File: src/rtl/hcbd_pkg.sv
// Shared constants and types for the HTTP chunked body decoder.
// Holds phase and status codes, character codes and the hex digit decoder.
// No dependencies.
package hcbd_pkg;

  localparam int PhaseW  = 4;
  localparam int StatusW = 2;

  // parser phases
  localparam logic [PhaseW-1:0] PH_LINE    = 4'd0;
  localparam logic [PhaseW-1:0] PH_LINE_CR = 4'd1;
  localparam logic [PhaseW-1:0] PH_EXT     = 4'd2;
  localparam logic [PhaseW-1:0] PH_EXT_CR  = 4'd3;
  localparam logic [PhaseW-1:0] PH_DATA    = 4'd4;
  localparam logic [PhaseW-1:0] PH_DATA_CR = 4'd5;
  localparam logic [PhaseW-1:0] PH_DATA_LF = 4'd6;
  localparam logic [PhaseW-1:0] PH_DONE    = 4'd7;
  localparam logic [PhaseW-1:0] PH_ERROR   = 4'd8;

  localparam logic [StatusW-1:0] ST_RUNNING  = 2'd0;
  localparam logic [StatusW-1:0] ST_COMPLETE = 2'd1;
  localparam logic [StatusW-1:0] ST_ERROR    = 2'd2;

  localparam logic [7:0] CH_SPACE = 8'h20;
  localparam logic [7:0] CH_TAB   = 8'h09;
  localparam logic [7:0] CH_SEMI  = 8'h3B;
  localparam logic [7:0] CH_CR    = 8'h0D;
  localparam logic [7:0] CH_LF    = 8'h0A;

  typedef struct packed {
    logic               data_valid;
    logic [7:0]         data_byte;
    logic [StatusW-1:0] status;
  } hcbd_result_t;

  typedef struct packed {
    logic       ok;
    logic [3:0] value;
  } hcbd_hex_t;

  function automatic hcbd_hex_t hex_decode(input logic [7:0] ch);
    hcbd_hex_t h;
    h.ok    = 1'b1;
    h.value = 4'd0;
    if (ch >= 8'h30 && ch <= 8'h39) begin
      h.value = 4'(ch - 8'h30);
    end else if (ch >= 8'h61 && ch <= 8'h66) begin
      h.value = 4'(ch - 8'h57);
    end else if (ch >= 8'h41 && ch <= 8'h46) begin
      h.value = 4'(ch - 8'h37);
    end else begin
      h.ok = 1'b0;
    end
    return h;
  endfunction

endpackage

File: src/rtl/hcbd_step.sv
// Next-state and result logic of the chunked body parser for one byte.
// Purely combinational; uses hcbd_pkg.
module hcbd_step #(
  parameter int SIZE_BITS = 32
) (
  input  logic [hcbd_pkg::PhaseW-1:0] phase_i,
  input  logic [SIZE_BITS-1:0]        acc_i,
  input  logic [SIZE_BITS-1:0]        left_i,
  input  logic                        seen_i,
  input  logic                        started_i,
  input  logic [7:0]                  byte_i,
  input  logic                        last_i,
  output logic [hcbd_pkg::PhaseW-1:0] phase_o,
  output logic [SIZE_BITS-1:0]        acc_o,
  output logic [SIZE_BITS-1:0]        left_o,
  output logic                        seen_o,
  output logic                        started_o,
  output hcbd_pkg::hcbd_result_t      res_o
);
  import hcbd_pkg::*;

  hcbd_hex_t            hex;
  logic [SIZE_BITS-1:0] left_dec;

  assign hex      = hex_decode(byte_i);
  assign left_dec = left_i - SIZE_BITS'(1);

  always_comb begin
    phase_o          = phase_i;
    acc_o            = acc_i;
    left_o           = left_i;
    seen_o           = seen_i;
    started_o        = started_i;
    res_o.data_valid = 1'b0;
    res_o.data_byte  = 8'd0;
    res_o.status     = ST_RUNNING;

    unique case (phase_i)
      PH_LINE: begin
        started_o = 1'b1;
        if (byte_i == CH_SPACE || byte_i == CH_TAB) begin
          phase_o = PH_LINE;
        end else if (hex.ok) begin
          // one more digit would not fit
          if (acc_i[SIZE_BITS-1 -: 4] != 4'd0) begin
            phase_o = PH_ERROR;
          end else begin
            acc_o  = {acc_i[SIZE_BITS-5:0], hex.value};
            seen_o = 1'b1;
          end
        end else if (byte_i == CH_SEMI) begin
          phase_o = PH_EXT;
        end else if (byte_i == CH_CR) begin
          phase_o = PH_LINE_CR;
        end else begin
          phase_o = PH_ERROR;
        end
      end
      PH_LINE_CR, PH_EXT_CR: begin
        if (byte_i == CH_LF) begin
          // end of size line
          if (!seen_i) begin
            phase_o = PH_ERROR;
          end else if (acc_i == '0) begin
            phase_o = PH_DONE;
          end else begin
            left_o  = acc_i;
            phase_o = PH_DATA;
          end
          acc_o     = '0;
          seen_o    = 1'b0;
          started_o = 1'b0;
        end else if (phase_i == PH_EXT_CR && byte_i != CH_CR) begin
          phase_o = PH_EXT;
        end else if (phase_i == PH_LINE_CR) begin
          phase_o = PH_ERROR;
        end
      end
      PH_EXT: begin
        if (byte_i == CH_CR) phase_o = PH_EXT_CR;
      end
      PH_DATA: begin
        res_o.data_valid = 1'b1;
        res_o.data_byte  = byte_i;
        left_o           = left_dec;
        if (left_dec == '0) phase_o = PH_DATA_CR;
      end
      PH_DATA_CR: begin
        phase_o = (byte_i == CH_CR) ? PH_DATA_LF : PH_ERROR;
      end
      PH_DATA_LF: begin
        if (byte_i == CH_LF) begin
          phase_o   = PH_LINE;
          acc_o     = '0;
          seen_o    = 1'b0;
          started_o = 1'b0;
        end else begin
          phase_o = PH_ERROR;
        end
      end
      PH_DONE: begin
        phase_o = PH_DONE;
      end
      default: begin
        phase_o = PH_ERROR;
      end
    endcase

    if (phase_o == PH_ERROR) begin
      res_o.status = ST_ERROR;
    end else if (phase_o == PH_DONE) begin
      res_o.status = ST_COMPLETE;
    end

    // end of buffer: give the verdict and start afresh
    if (last_i) begin
      if (phase_o == PH_DONE || (phase_o == PH_LINE && !started_o)) begin
        res_o.status = ST_COMPLETE;
      end else begin
        res_o.status = ST_ERROR;
      end
      phase_o   = PH_LINE;
      acc_o     = '0;
      left_o    = '0;
      seen_o    = 1'b0;
      started_o = 1'b0;
    end
  end

endmodule

File: src/rtl/http_chunked_body_decoder.sv
// HTTP chunked body decoder: takes one body byte per request and returns one
// result per byte: the payload byte flag, the byte and the running status.
// The block accepts one byte every clock cycle while in_stall_o is low. The
// byte is captured in an input register; the parser step (hex size
// accumulate, down-count of the chunk bytes and the phase machine) then
// updates the state and loads the result register as the byte advances.
// Stall on the output backs up into the input register and then into
// in_stall_o, so no request is lost. Status 2 (error) is sticky until the
// byte flagged end_of_buffer, whose status is the verdict for the buffer;
// the parser then returns to the start of a size line. Sizes wider than
// SIZE_BITS bits are flagged as errors. Uses hcbd_pkg and hcbd_step.
module http_chunked_body_decoder #(
  parameter int SIZE_BITS = 32
) (
  input  logic                         clk_i,
  input  logic                         rst_ni,
  input  logic                         in_valid_i,
  output logic                         in_stall_o,
  input  logic [7:0]                   in_byte_i,
  input  logic                         end_of_buffer_i,
  output logic                         out_valid_o,
  input  logic                         out_stall_i,
  output logic                         data_valid_o,
  output logic [7:0]                   data_byte_o,
  output logic [hcbd_pkg::StatusW-1:0] status_o
);
  import hcbd_pkg::*;

  // input register
  logic       s1_valid_q, s1_valid_d;
  logic [7:0] s1_byte_q;
  logic       s1_last_q;

  // result register
  logic         out_valid_q, out_valid_d;
  hcbd_result_t res_q, res_d;

  // parser state
  logic [PhaseW-1:0]    phase_q, phase_d;
  logic [SIZE_BITS-1:0] acc_q, acc_d;
  logic [SIZE_BITS-1:0] left_q, left_d;
  logic                 seen_q, seen_d;
  logic                 started_q, started_d;

  logic out_free, s1_adv, s1_free, in_take;

  assign out_free   = !out_valid_q || !out_stall_i;
  assign s1_adv     = s1_valid_q && out_free;
  assign s1_free    = !s1_valid_q || s1_adv;
  assign in_stall_o = !s1_free;
  assign in_take    = in_valid_i && s1_free;

  assign s1_valid_d  = in_take || (s1_valid_q && !s1_adv);
  assign out_valid_d = s1_adv || (out_valid_q && out_stall_i);

  hcbd_step #(
    .SIZE_BITS(SIZE_BITS)
  ) u_step (
    .phase_i  (phase_q),
    .acc_i    (acc_q),
    .left_i   (left_q),
    .seen_i   (seen_q),
    .started_i(started_q),
    .byte_i   (s1_byte_q),
    .last_i   (s1_last_q),
    .phase_o  (phase_d),
    .acc_o    (acc_d),
    .left_o   (left_d),
    .seen_o   (seen_d),
    .started_o(started_d),
    .res_o    (res_d)
  );

  always_ff @(posedge clk_i or negedge rst_ni) begin
    if (!rst_ni) begin
      s1_valid_q  <= 1'b0;
      out_valid_q <= 1'b0;
      phase_q     <= PH_LINE;
      acc_q       <= '0;
      left_q      <= '0;
      seen_q      <= 1'b0;
      started_q   <= 1'b0;
    end else begin
      s1_valid_q  <= s1_valid_d;
      out_valid_q <= out_valid_d;
      if (s1_adv) begin
        phase_q   <= phase_d;
        acc_q     <= acc_d;
        left_q    <= left_d;
        seen_q    <= seen_d;
        started_q <= started_d;
      end
    end
  end

  always_ff @(posedge clk_i) begin
    if (in_take) begin
      s1_byte_q <= in_byte_i;
      s1_last_q <= end_of_buffer_i;
    end
    if (s1_adv) begin
      res_q <= res_d;
    end
  end

  assign out_valid_o  = out_valid_q;
  assign data_valid_o = res_q.data_valid;
  assign data_byte_o  = res_q.data_byte;
  assign status_o     = res_q.status;

`ifndef SYNTHESIS
  // a payload byte never comes with the complete verdict
  a_data_not_complete: assert property (@(posedge clk_i) disable iff (!rst_ni)
    (out_valid_o && data_valid_o) |-> (status_o != ST_COMPLETE))
    else $error("payload byte reported with complete status");

  // input only stalls when both registers are full and the output is held
  a_stall_only_when_full: assert property (@(posedge clk_i) disable iff (!rst_ni)
    in_stall_o |-> (s1_valid_q && out_valid_o && out_stall_i))
    else $error("input stalled with room in the pipeline");

  // the last byte of a buffer returns the parser to a fresh size line
  a_restart_after_last: assert property (@(posedge clk_i) disable iff (!rst_ni)
    (s1_adv && s1_last_q) |=> (phase_q == PH_LINE && !started_q && !seen_q))
    else $error("parser not restarted after end of buffer");
`endif

endmodule
File: config.mk
export PLATFORM = sky130hd
export DESIGN_NAME = http_chunked_body_decoder
export DESIGN_NICKNAME = d
export VERILOG_FILES = /design/src/rtl/hcbd_pkg.sv /design/src/rtl/hcbd_step.sv /design/src/rtl/http_chunked_body_decoder.sv
export SDC_FILE = /design/constraint.sdc
export NUM_CORES = 1
export LEC_CHECK = 0
export ABC_AREA = 0
export BUFFER_PORTS_ARGS = -buffer_cell sky130_fd_sc_hd__buf_4
export CAP_MARGIN = 30
export CORE_MARGIN = 3
export CORE_UTILIZATION = 50
export DETAILED_ROUTE_END_ITERATION = 10
export PLACE_DENSITY_LB_ADDON = 0.12
export SYNTH_ARGS = -nofsm -noshare
export SYNTH_HDL_FRONTEND = slang
export SYNTH_SLANG_ARGS = --single-unit
File: constraint.sdc
create_clock -name clk_i -period 6.6 [get_ports clk_i]
set_input_delay 1.98 -clock clk_i [delete_from_list [all_inputs] [get_ports clk_i]]
set_output_delay 1.98 -clock clk_i [all_outputs]
set_load 0.05 [all_outputs]
# Word level (Yosys, flattened, before mapping)
# Index checks and enable logic that the tools add are counted.
# word_totals
elab_cells	123
out_inout_bits	13
regBits	92
# classes
magnitude_cmp	6
n_addsub	4
eq_ne	22
muxes	47
n_reduce_logical	32
# ops
cell	n
$mux W32	9
$pmux W32 S2	2
$mux W4	17
$logic_not A32 Y1	2
$sub A32 B1 Y32 const B	1
$pmux W4 S7	1
$eq A8 B4 Y1 const B	3
$eq A4 B3 Y1 const B	5
$eq A8 B6 Y1 const B	2
$ge A8 B7 Y1 const B	2
$le A8 B7 Y1 const B	2
$ne A3 B3 Y1 const B	4
$mux W1	11
$logic_and A1 B1 Y1	9
$mux W9	1
$eq A4 B2 Y1 const B	2
$ge A8 B6 Y1 const B	1
$le A8 B6 Y1 const B	1
$logic_not A4 Y1	2
$mux W2	4
$ne A8 B4 Y1 const B	1
$sub A4 B3 Y4 const B	2
$logic_not A1 Y1	6
$logic_or A1 B1 Y1	6
other kinds (12)	15

# Longest topological paths before layout
# Gate-level depths: netlist of run 1.
# logic_depth
ltp_word	13
mapped_depth	10
ltp_nobuf	9

# By module
# A second synthesis of run 1 with hierarchy kept.
# hier_totals
cells_unflattened	681
area_unflattened_um2	6578.8
# modules_own_cells
module	n_inst	cells_per_inst	area_each_um2	seq_area_each_um2
http_chunked_body_decoder	1	176	3651.0	2402.3
hcbd_step	1	505	2927.8	0.0

# Least setup slack after synthesis of run 1
# No wires, ideal clock.
# synth_timing
path_type	input to output
start	input port out_stall_i
end	output port in_stall_o
t_required_ns	4.620
path_buffers	0
arrival_ns	2.403
cell_stages	2
slack_ns	2.217
cell_sequence	nand3_1 -> inv_1
# synth_via
elab_chain_cells	5
# synth_rtl
element	line_no	source
start: declaration	http_chunked_body_decoder.sv:22	input logic out_stall_i,
$logic_not A1 Y1	http_chunked_body_decoder.sv:47	assign out_free = !out_valid_q || !out_stall_i;
$logic_or A1 B1 Y1	http_chunked_body_decoder.sv:47	
$logic_and A1 B1 Y1	http_chunked_body_decoder.sv:48	assign s1_adv = s1_valid_q && out_free;
$logic_or A1 B1 Y1	http_chunked_body_decoder.sv:49	assign s1_free = !s1_valid_q || s1_adv;
$logic_not A1 Y1	http_chunked_body_decoder.sv:50	assign in_stall_o = !s1_free;
end: declaration	http_chunked_body_decoder.sv:18	output logic in_stall_o,
# No other way between the ends.

# Worst setup path in the final report of run 1
# Same ends and word-level chain as after synthesis.

==> results_dict.tcl, run 1 <==
set metrics [dict create \
    synth_area_um2 5223 \
    synth_seq_cells 92 \
    use_met2_pct 34.33 \
    p_leak_uw 0.002530 \
    portBuffers 25 \
    firstDrtPassIters 5 \
    relSlewSlack_pct 33.05 \
    synth_edf_count 20 \
    top_usage_layer "met1" \
    die_area_um2 11710 \
    fin_util_pct 57.79 \
    grt_util_met1_pct 35.65 \
    hpwl_mm 8.811 \
    worstHoldStart "s1_valid_q$_DFF_PN0_" \
    timing.rr.start "phase_q[2]$_DFFE_PN0P_" \
    setup_viol 0 \
    num_io_pins 26 \
    r2r_setup_slack_ns 2.89 \
    synth.top_cell.area_share_pct 34.50 \
    outcome "complete, no violations" \
    ys.flop_type "dfrtp_1" \
    rsz0062_at_grt "false" \
    routed_via_density 5.982 \
    power_density_nw_per_um2 229.9 \
    synth.area.top_cells "dfrtp_1 34%, edfxtp_1 11%, mux2i_1 5.7%, o21ai_0 4.8%, nor2_1 4.6%" \
    worst_slew_pin_slew_ns 1.003 \
    avgSynthCellArea_um2 8.882 \
    final_max_slew_viol_count 0 \
    cts_made_buffers 9 \
    drive_gt1_share_pct 9.817 \
    die_w_um 108.2 \
    worst_setup_path_end_kind "output pin" \
    grt_overflow 0 \
    skew_ns 0.009985 \
    synth_warnings 0 \
    crit_type "input port to output pin" \
    cts_setup_buffers 0 \
    fp.coreArea_um2 9955 \
    grt_usage_pct 23.22 \
    wl_mm 12.89 \
    clk_path_buf_depth 2 \
    fp.dieH_um 108.2 \
    ys_async_sr_fraction_pct 78.26 \
    antenna_left 0 \
    syn-num-nets 608 \
    synthToLayoutAreaGrowth_pct 10.16 \
    groute.layer.met3.usage_pct 2.507 \
    synth.most_common_cell "dfrtp_1" \
    yosysUniqueCellTypes 62 \
    gp_congestion 0.8773 \
    synth_top_area_cell "dfrtp_1" \
    antenna_found_initial 0 \
    cts_htree_levels 3 \
    initial_core_util_pct 52.46 \
    ys_seq_area_share_pct 46.00 \
    worst-path-max-fanout 3 \
    cp-startpoint "out_stall_i" \
    irDropWorstVdd_mv 0.1112 \
    drc_errors 0 \
    synth_cells 588 \
    grt_pass1_vias 4085 \
    vias 4391 \
    wl_per_cell_um 17.56 \
    min_period_ns 4.400 \
    clk_latency_ns 0.36 \
    cts-resized-gates 0 \
    finalHoldViolations 0 \
    fin_crit_sh_pct 66.67 \
    clk_pin_slew_ns 0.09 \
    clockRootBuffer "clkbuf_8" \
    synthTopCellsByCount "72 x dfrtp_1, 64 x nor2_1, 50 x o21ai_0" \
    setup_tns_ns 0 \
    dr.first_iter.drc_count 286 \
    layout.nets 617 \
    grt_max_degree 73 \
    hold_buffers 0 \
    grt_pass1_wl_mm 21.34 \
    worstSetupStartpointType "input port" \
    cts_sinks 92 \
    hp-class "flip-flop to flip-flop" \
    cp.required_ns 4.62 \
    rows 36 \
    crit_arrival_ns 2.42 \
    cts_tree "yes" \
    maxCapViolations 0 \
    antenna_cells 0 \
    fmax_mhz 227.3 \
]
[routing by layer]
metal | vias to the layer above | routed length, um
met5 | - | 0
met4 | 0 | 240
met3 | 22 | 581
met2 | 118 | 5764
met1 | 2125 | 6300
li1 | 2126 | -
[power by group]
part           switching [uW]  leakage (uW)  internal [uW]
Sequential               28.3       0.00119            606
Clock                     197      0.000111            232
Combinational             170       0.00123           90.9
Total                     395       0.00253            928
[sequential cells by signal (all words and copies together) (netlist names), 2 cells and up]
name	count
acc_q	32
status_o	2
phase_q	4
data_byte_o	8
left_q	32
s1_byte_q	8
[critical path, cell delays in order]
cell,delay [ns]
buf_4,0.11
nand3_1,0.10
inv_1,0.05
buf_4,0.18
[cell families (layout without fill, tap and decap cells)]
family / after synthesis / in the layout / share of synthesized area, %
simple gates: 220 / 220 / 21.18
mux: 34 / 34 / 6.612
flops: 92 / 92 / 46.00
fa+ha+maj: 7 / 7 / 1.677
xor+xnor: 6 / 6 / 1.006
compound gates: 150 / 150 / 17.47
buf+inv: 79 / 92 / 6.061
[layout make-up]
class                      instances  area, um2
clock inverter                     4      72.57
clock buffer                      11      151.4
timing repair buffer              30      265.3
inverter                          47      176.4
sequential                        92       2402
multi-input combinational        417       2519
tap                              133      166.4
fill                             902       4202
[stage by stage]
stage | hold slack, ns | area [um2] | std cells | power [uW] | setup WS, ns
6_report | 0.4992 | 5753 | 734 | 1323 | 2.200
5_1_grt | 0.5391 | 5753 | 734 | 1383 | 2.165
4_1_cts | 0.5000 | 5698 | 732 | 1324 | 2.199
3_5_place_dp | 0.4807 | 5474 | 717 | 898.3 | 2.190
3_3_place_gp | 0.4808 | 5474 | 717 | 894.4 | 2.212
2_1_floorplan | 0.4574 | 5223 | 588 | 822.7 | 2.217
[placed cells by master (no fill, tap or decap), types with 6 or more instances in the layout]
cell type and count:
nand4_1 8, nand2_1 48, and2_1 8, nand3_1 10
clkbuf_8 11, buf_4 28, edfxtp_1 20, dfrtp_1 72
or3_1 6, mux2i_1 30, nor2_1 64, a31oi_1 8
nor4_1 24, o21ai_0 50, nor3_1 18, o21ai_1 6
nand2b_1 6, inv_1 47, a21oi_1 42, ha_1 7
[worst paths after layout]
path | depth (start not counted) | to
setup / recovery | 4 | in_stall_o
hold / removal | 1 | out_valid_o$_DFF_PN0_
setup reg to reg | 9 | left_q[12]$_DFFE_PN0P_
hold reg to reg | 1 | out_valid_o$_DFF_PN0_
max in group asynchronous | 2 | left_q[8]$_DFFE_PN0P_
min in group asynchronous | 1 | phase_q[3]$_DFFE_PN0P_
No activity file was read; power rests on OpenSTA's default activity.
==> run 2: changes to the inputs <==
Settings changed: ABC_AREA 0 to 1.
Clock period 6.6 ns to 4 ns, I/O delays scaled along.
==> results_dict.tcl, run 2 <==
set metrics [dict create \
    outcome "complete, no violations" \
    synthMuxAreaShare_pct 0 \
    cts_sinks 92 \
    synthSimpleGateAreaFrac_pct 26.97 \
    final_max_slew_viol_count 0 \
    clk_pin_slew_ns 0.11 \
    worst_slew_pin_slew_ns 0.7986 \
    clk_latency_ns 0.38 \
    reg.largest.list "acc_q x32, left_q x32" \
    clk_path_buf_depth 2 \
    fin_util_pct 57.02 \
    layout_common_cells "176 x nand2_1, 119 x nor2_1, 101 x inv_1, 72 x dfrtp_1, 39 x o21ai_0" \
    cts_tree "yes" \
    ys_async_sr_fraction_pct 78.26 \
    fin_crit_sh_pct 72.25 \
    synth.area.top_cells "dfrtp_1 33%, nand2_1 12%, edfxtp_1 11%, nor2_1 8.2%, inv_1 6.9%" \
    syn-num-nets 734 \
    drc_errors 0 \
    hp-class "flip-flop to flip-flop" \
    ys.flop_type "dfrtp_1" \
    fmax_mhz 346.0 \
    synth.top_cell.area_share_pct 32.94 \
    grt_pass1_vias 4666 \
    wl_per_cell_um 15.96 \
    yosysUniqueCellTypes 38 \
    synthXorXnorAreaFrac_pct 0.8007 \
    fp.coreArea_um2 10460 \
    synth_compound_area_share_pct 17.07 \
    gp_congestion 0.9126 \
    min_period_ns 2.890 \
    pre_cts_ws_ns 0.9695 \
    synth_top_area_cell "dfrtp_1" \
    setup_viol 0 \
    drive_gt1_share_pct 12.43 \
    p_leak_uw 0.002856 \
    num_io_pins 26 \
    p_sw_uw 1152 \
    nFillCells 1025 \
    crit_type "input port to output pin" \
    skew_ns 0.02019 \
    worstSetupStartpointType "input port" \
    grt_pass1_wl_mm 22.83 \
    synth.most_common_cell "nand2_1" \
    grt_overflow 0 \
    switching_share_pct 42.28 \
    vias 4867 \
    antenna_cells 0 \
    hold_ws_ns 0.5138 \
    synth_area_um2 5469 \
    worst_setup_path_end_kind "output pin" \
    power_uw 2724 \
    die_area_um2 12230 \
    final_common_cell "nand2_1" \
    setup_tns_ns 0 \
    hold_buffers 0 \
    firstDrtPassIters 5 \
    setup_slack_ns 1.110 \
    irDropWorstVdd_mv 0.1902 \
    ys_seq_area_share_pct 43.93 \
    clockRootBuffer "clkbuf_8" \
    antenna_found_initial 0 \
    worst-path-max-fanout 4 \
    grt_max_degree 73 \
    cp.required_ns 2.80 \
    wl_mm 13.98 \
    relSlewSlack_pct 46.56 \
    cts_made_buffers 9 \
    r2r_setup_slack_ns 1.20 \
    cts_setup_buffers 0 \
    synth_cells 714 \
    synth_top_family_by_area "simple AND/OR/NAND/NOR gates" \
    synth_seq_cells 92 \
    rows 37 \
    clkPwrFrac_pct 24.5 \
    portBuffers 25 \
    crit_arrival_ns 1.69 \
    initial_core_util_pct 52.27 \
    synthTopCellsByCount "176 x nand2_1, 120 x nor2_1, 101 x inv_1" \
    die_w_um 110.6 \
    power_frac_comb_pct 36.9 \
    hpwl_mm 10.06 \
    power_density_nw_per_um2 456.7 \
    cts-resized-gates 0 \
    synth_edf_count 20 \
    antenna_left 0 \
    finalHoldViolations 0 \
    maxCapViolations 0 \
    seqPwrFrac_pct 38.6 \
    intPower_uw 1572 \
    grt_usage_pct 22.69 \
    synth_warnings 0 \
    dr.first_iter.drc_count 486 \
    cts_htree_levels 3 \
    synthAdderAreaFrac_pct 1.601 \
    fp.dieH_um 110.6 \
    routed_via_density 5.556 \
    rsz0062_at_grt "false" \
    layout.nets 755 \
    synthToLayoutAreaGrowth_pct 9.083 \
    avgSynthCellArea_um2 7.660 \
]
==> run 2: cell types whose count changed after synthesis, moves of 27 or more <==
cell	change
mux2i_1	-30
nand2_1	+128
o22ai_2	+29
inv_1	+54
nor2_1	+56
a21oi_1	-27
==> run 2: cell families (layout without fill, tap and decap cells) <==
| kind of cell | Yosys count | count (layout) |
|---|---|---|
| simple gates | 357 | 357 |
| compound gates | 130 | 130 |
| buf+inv | 123 | 149 |
| flops | 92 | 92 |
| fa+ha+maj | 7 | 7 |
| xor+xnor | 5 | 5 |
==> run 2: per-layer routing <==
| metal | part of all wire (%) | GRT usage [%] | vias to the layer above | routed length, um |
|---|---|---|---|---|
| li1 | - | - | 2369 | - |
| met3 | 5.3 | 2.795 | 24 | 746 |
| met4 | 2.0 | 7.718 | 0 | 284 |
| met2 | 46 | 36.21 | 157 | 6440 |
| met5 | 0 | 0 | - | 0 |
| met1 | 47 | 32.06 | 2317 | 6511 |
==> run 2: worst paths after layout <==
check                                      start                      to  depth (start not counted)
setup / recovery                     out_stall_i              in_stall_o                          4
hold / removal              s1_valid_q$_DFF_PN0_   out_valid_o$_DFF_PN0_                          2
setup reg to reg           left_q[0]$_DFFE_PN0P_   status_o[0]$_DFFE_PP_                         12
hold reg to reg             s1_valid_q$_DFF_PN0_   out_valid_o$_DFF_PN0_                          2
max in group asynchronous                 rst_ni   left_q[2]$_DFFE_PN0P_                          2
min in group asynchronous                 rst_ni  left_q[30]$_DFFE_PN0P_                          1
==> run 2: worst max-delay path, cell delays in order <==
cell and delay [ns]:
buf_4 0.07, nand2_1 0.08, nor2_1 0.12, buf_4 0.21
==> run 2: power by group through the flow <==
stage	Sequential (uW)	Clock, uW	Combinational [uW]
final	1050	667	1010
after global routing	1060	713	1130
after CTS	1050	678	985
after detailed placement	1070	0	977
after global placement	1070	0	963
after floorplan	1090	0	722
==> run 2: through the flow <==
| step | std cells | instance area, um2 |
|---|---|---|
| 2_1_floorplan | 714 | 5469 |
| 3_3_place_gp | 859 | 5720 |
| 3_5_place_dp | 859 | 5720 |
| 4_1_cts | 875 | 5938 |
| 5_1_grt | 876 | 5966 |
| 6_report | 876 | 5966 |
==> run 2: final cells by class <==
| cell class | instances | area, um2 | share of cell area [%] |
|---|---|---|---|
| Multi-Input combinational cell | 499 | 2547 | 42.70 |
| Inverter | 104 | 390.4 | 6.544 |
| Clock inverter | 7 | 93.84 | 1.573 |
| Timing Repair Buffer | 29 | 237.7 | 3.985 |
| Clock buffer | 9 | 123.9 | 2.076 |
| Sequential cell | 92 | 2402 | 40.27 |
| Tap cell | 136 | 170.2 | 2.852 |
==> run 3: changes to the inputs <==
Clock period 4 ns to 2.9 ns, I/O delays scaled along.
==> results_dict.tcl, run 3 (synthesized netlist as in run 2, its figures left out) <==
set metrics [dict create \
    outcome "complete, no violations" \
    cts_sinks 92 \
    dr.first_iter.drc_count 413 \
    rr_worst_depth 13 \
    maxCapViolations 0 \
    critPathSlowestCell "nor2_1" \
    drc_errors 0 \
    layout.nets 759 \
    initial_core_util_pct 52.27 \
    critPathTopFamily "simple AND/OR/NAND/NOR gates" \
    worstSetupStartpointType "flip-flop" \
    die_area_um2 12230 \
    finalHoldViolations 0 \
    timing.rr.start "left_q[0]$_DFFE_PN0P_" \
    firstDrtPassIters 5 \
    top_usage_layer "met2" \
    irDropWorstVdd_mv 0.3408 \
    routed_via_density 5.444 \
    use_met2_pct 35.76 \
    hold_buffers 0 \
    cts_tree "yes" \
    cts_htree_levels 3 \
    synthToLayoutAreaGrowth_pct 9.266 \
    grt_max_degree 43 \
    fmax_mhz 376.3 \
    hpwl_mm 10.27 \
    crit_arrival_ns 2.78 \
    min_period_ns 2.657 \
    worst-path-max-fanout 6 \
    clockRootBuffer "clkbuf_8" \
    clkPwrFrac_pct 23.6 \
    relSlewSlack_pct 55.59 \
    rsz0062_at_grt "false" \
    final_common_cell "nand2_1" \
    r2r_end "status_o[0]$_DFFE_PP_" \
    worst-path-buf-inv 1 \
    wl_per_cell_um 15.68 \
    layout_common_cells "176 x nand2_1, 119 x nor2_1, 101 x inv_1, 72 x dfrtp_1, 39 x o21ai_0" \
    power_frac_comb_pct 37.4 \
    slowest_delay_ns 0.44 \
    clk_latency_ns 0.38 \
    groute.layer.met3.usage_pct 3.507 \
    vias 4791 \
    cp.required_ns 3.02 \
    antenna_found_initial 0 \
    intPower_uw 2234 \
    path_cells "inv_1 > ha_1 > nand3_1 > nor2_1 > nor2_1 > nor2_1 > nand2_1 > nor2_1 > nand3_1 > nor2_1 > nand3_1 > nand4_1 > o21bai_1" \
    grt_pass1_vias 4554 \
    cts_setup_buffers 0 \
    setup_tns_ns 0 \
    die_w_um 110.6 \
    p_sw_uw 1482 \
    seqPwrFrac_pct 39.0 \
    rows 37 \
    worst_slew_pin_slew_ns 0.6611 \
    switching_share_pct 39.88 \
    gp_congestion 0.9191 \
    grt_overflow 0 \
    grt_usage_pct 23.04 \
    fin_area_um2 5976 \
    drive_gt1_share_pct 12.63 \
    cpMostUsedCell "nor2_1" \
    multi_input_area_um2 2547 \
    nFillCells 1006 \
    placed_area_um2 5783 \
    fp.dieH_um 110.6 \
    clk_pin_slew_ns 0.10 \
    fp.coreArea_um2 10460 \
    clk_path_buf_depth 2 \
    setup_viol 0 \
    grt_pass1_wl_mm 22.67 \
    reg.largest.list "acc_q x32, left_q x32" \
    antenna_cells 0 \
    fin_crit_sh_pct 91.64 \
    skew_ns 0.01734 \
    worst_setup_path_end_kind "flip-flop" \
    final_max_slew_viol_count 0 \
    hp-class "input port to async pin" \
    r2r_setup_slack_ns 0.24 \
    portBuffers 25 \
    crit_type "flip-flop to flip-flop" \
    antenna_left 0 \
    regArea_um2 2402 \
    p_leak_uw 0.002866 \
    num_io_pins 26 \
    grt_util_met1_pct 32.76 \
    cts_made_buffers 9 \
    power_density_nw_per_um2 621.7 \
    cts-resized-gates 0 \
    wl_mm 13.80 \
]
==> run 3: changes by cell type in the layout (fill, tap and decap cells not counted), sizes merged <==
cell    delta
buf        +4
clkbuf     +2
clkinv     -2
bufinv     +1
inv        -1
==> run 3: per-stage QoR <==
step | utilization, % | std cells | power [uW] | hold WS, ns | setup slack, ns
2_1_floorplan | - | 714 | 2501 | 0.4533 | 0.3992
3_3_place_gp | 55.27 | 864 | 2827 | 0.4840 | 0.3715
3_5_place_dp | 55.27 | 864 | 2841 | 0.4863 | 0.3376
4_1_cts | 57.12 | 880 | 3726 | 0.5018 | 0.3260
5_1_grt | 57.12 | 880 | 3999 | 0.5224 | 0.02198
6_report | 57.12 | 880 | 3715 | 0.4907 | 0.2426
==> run 3: layout make-up <==
| cell class | instances | area share [%] |
|---|---|---|
| clock inverters | 5 | 1.026 |
| repair buffers | 33 | 4.564 |
| multi-input cells | 499 | 42.63 |
| inverters | 104 | 6.533 |
| flip-flops and latches | 92 | 40.20 |
| clock buffers | 11 | 2.198 |
| well taps | 136 | 2.848 |
==> run 3: layer usage <==
metal	up-vias	share of wire, %
li1	2376	-
met1	2261	46
met2	134	46
met3	20	5.3
met4	0	2.2
met5	-	0
==> run 3: power groups by stage <==
| stage | combinational, uW | clock [uW] | sequential [uW] |
|---|---|---|---|
| floorplan | 996 | 0 | 1500 |
| global placement | 1350 | 0 | 1470 |
| detailed placement | 1370 | 0 | 1470 |
| CTS | 1370 | 904 | 1450 |
| global route | 1570 | 965 | 1460 |
| finish | 1390 | 877 | 1450 |
==> run 3: worst max path at each step <==
stage                                from               endpoint  slack, ns  cells after the start
floorplan                     out_stall_i             in_stall_o       0.40                      2
global placement    left_q[0]$_DFFE_PN0P_  status_o[0]$_DFFE_PP_       0.37                     13
detailed placement  left_q[0]$_DFFE_PN0P_  status_o[0]$_DFFE_PP_       0.34                     13
CTS                 left_q[0]$_DFFE_PN0P_  status_o[0]$_DFFE_PP_       0.33                     13
global route        left_q[0]$_DFFE_PN0P_  status_o[0]$_DFFE_PP_       0.02                     13
finish              left_q[0]$_DFFE_PN0P_  status_o[0]$_DFFE_PP_       0.24                     13
==> run 3: worst reg2reg max path: stages, from the launching register on <==
cell,delay (ns)
dfrtp_1,0.41
inv_1,0.10
ha_1,0.21
nand3_1,0.14
nor2_1,0.44
nor2_1,0.08
nor2_1,0.16
nand2_1,0.07
nor2_1,0.13
nand3_1,0.11
nor2_1,0.21
nand3_1,0.17
nand4_1,0.13
o21bai_1,0.07
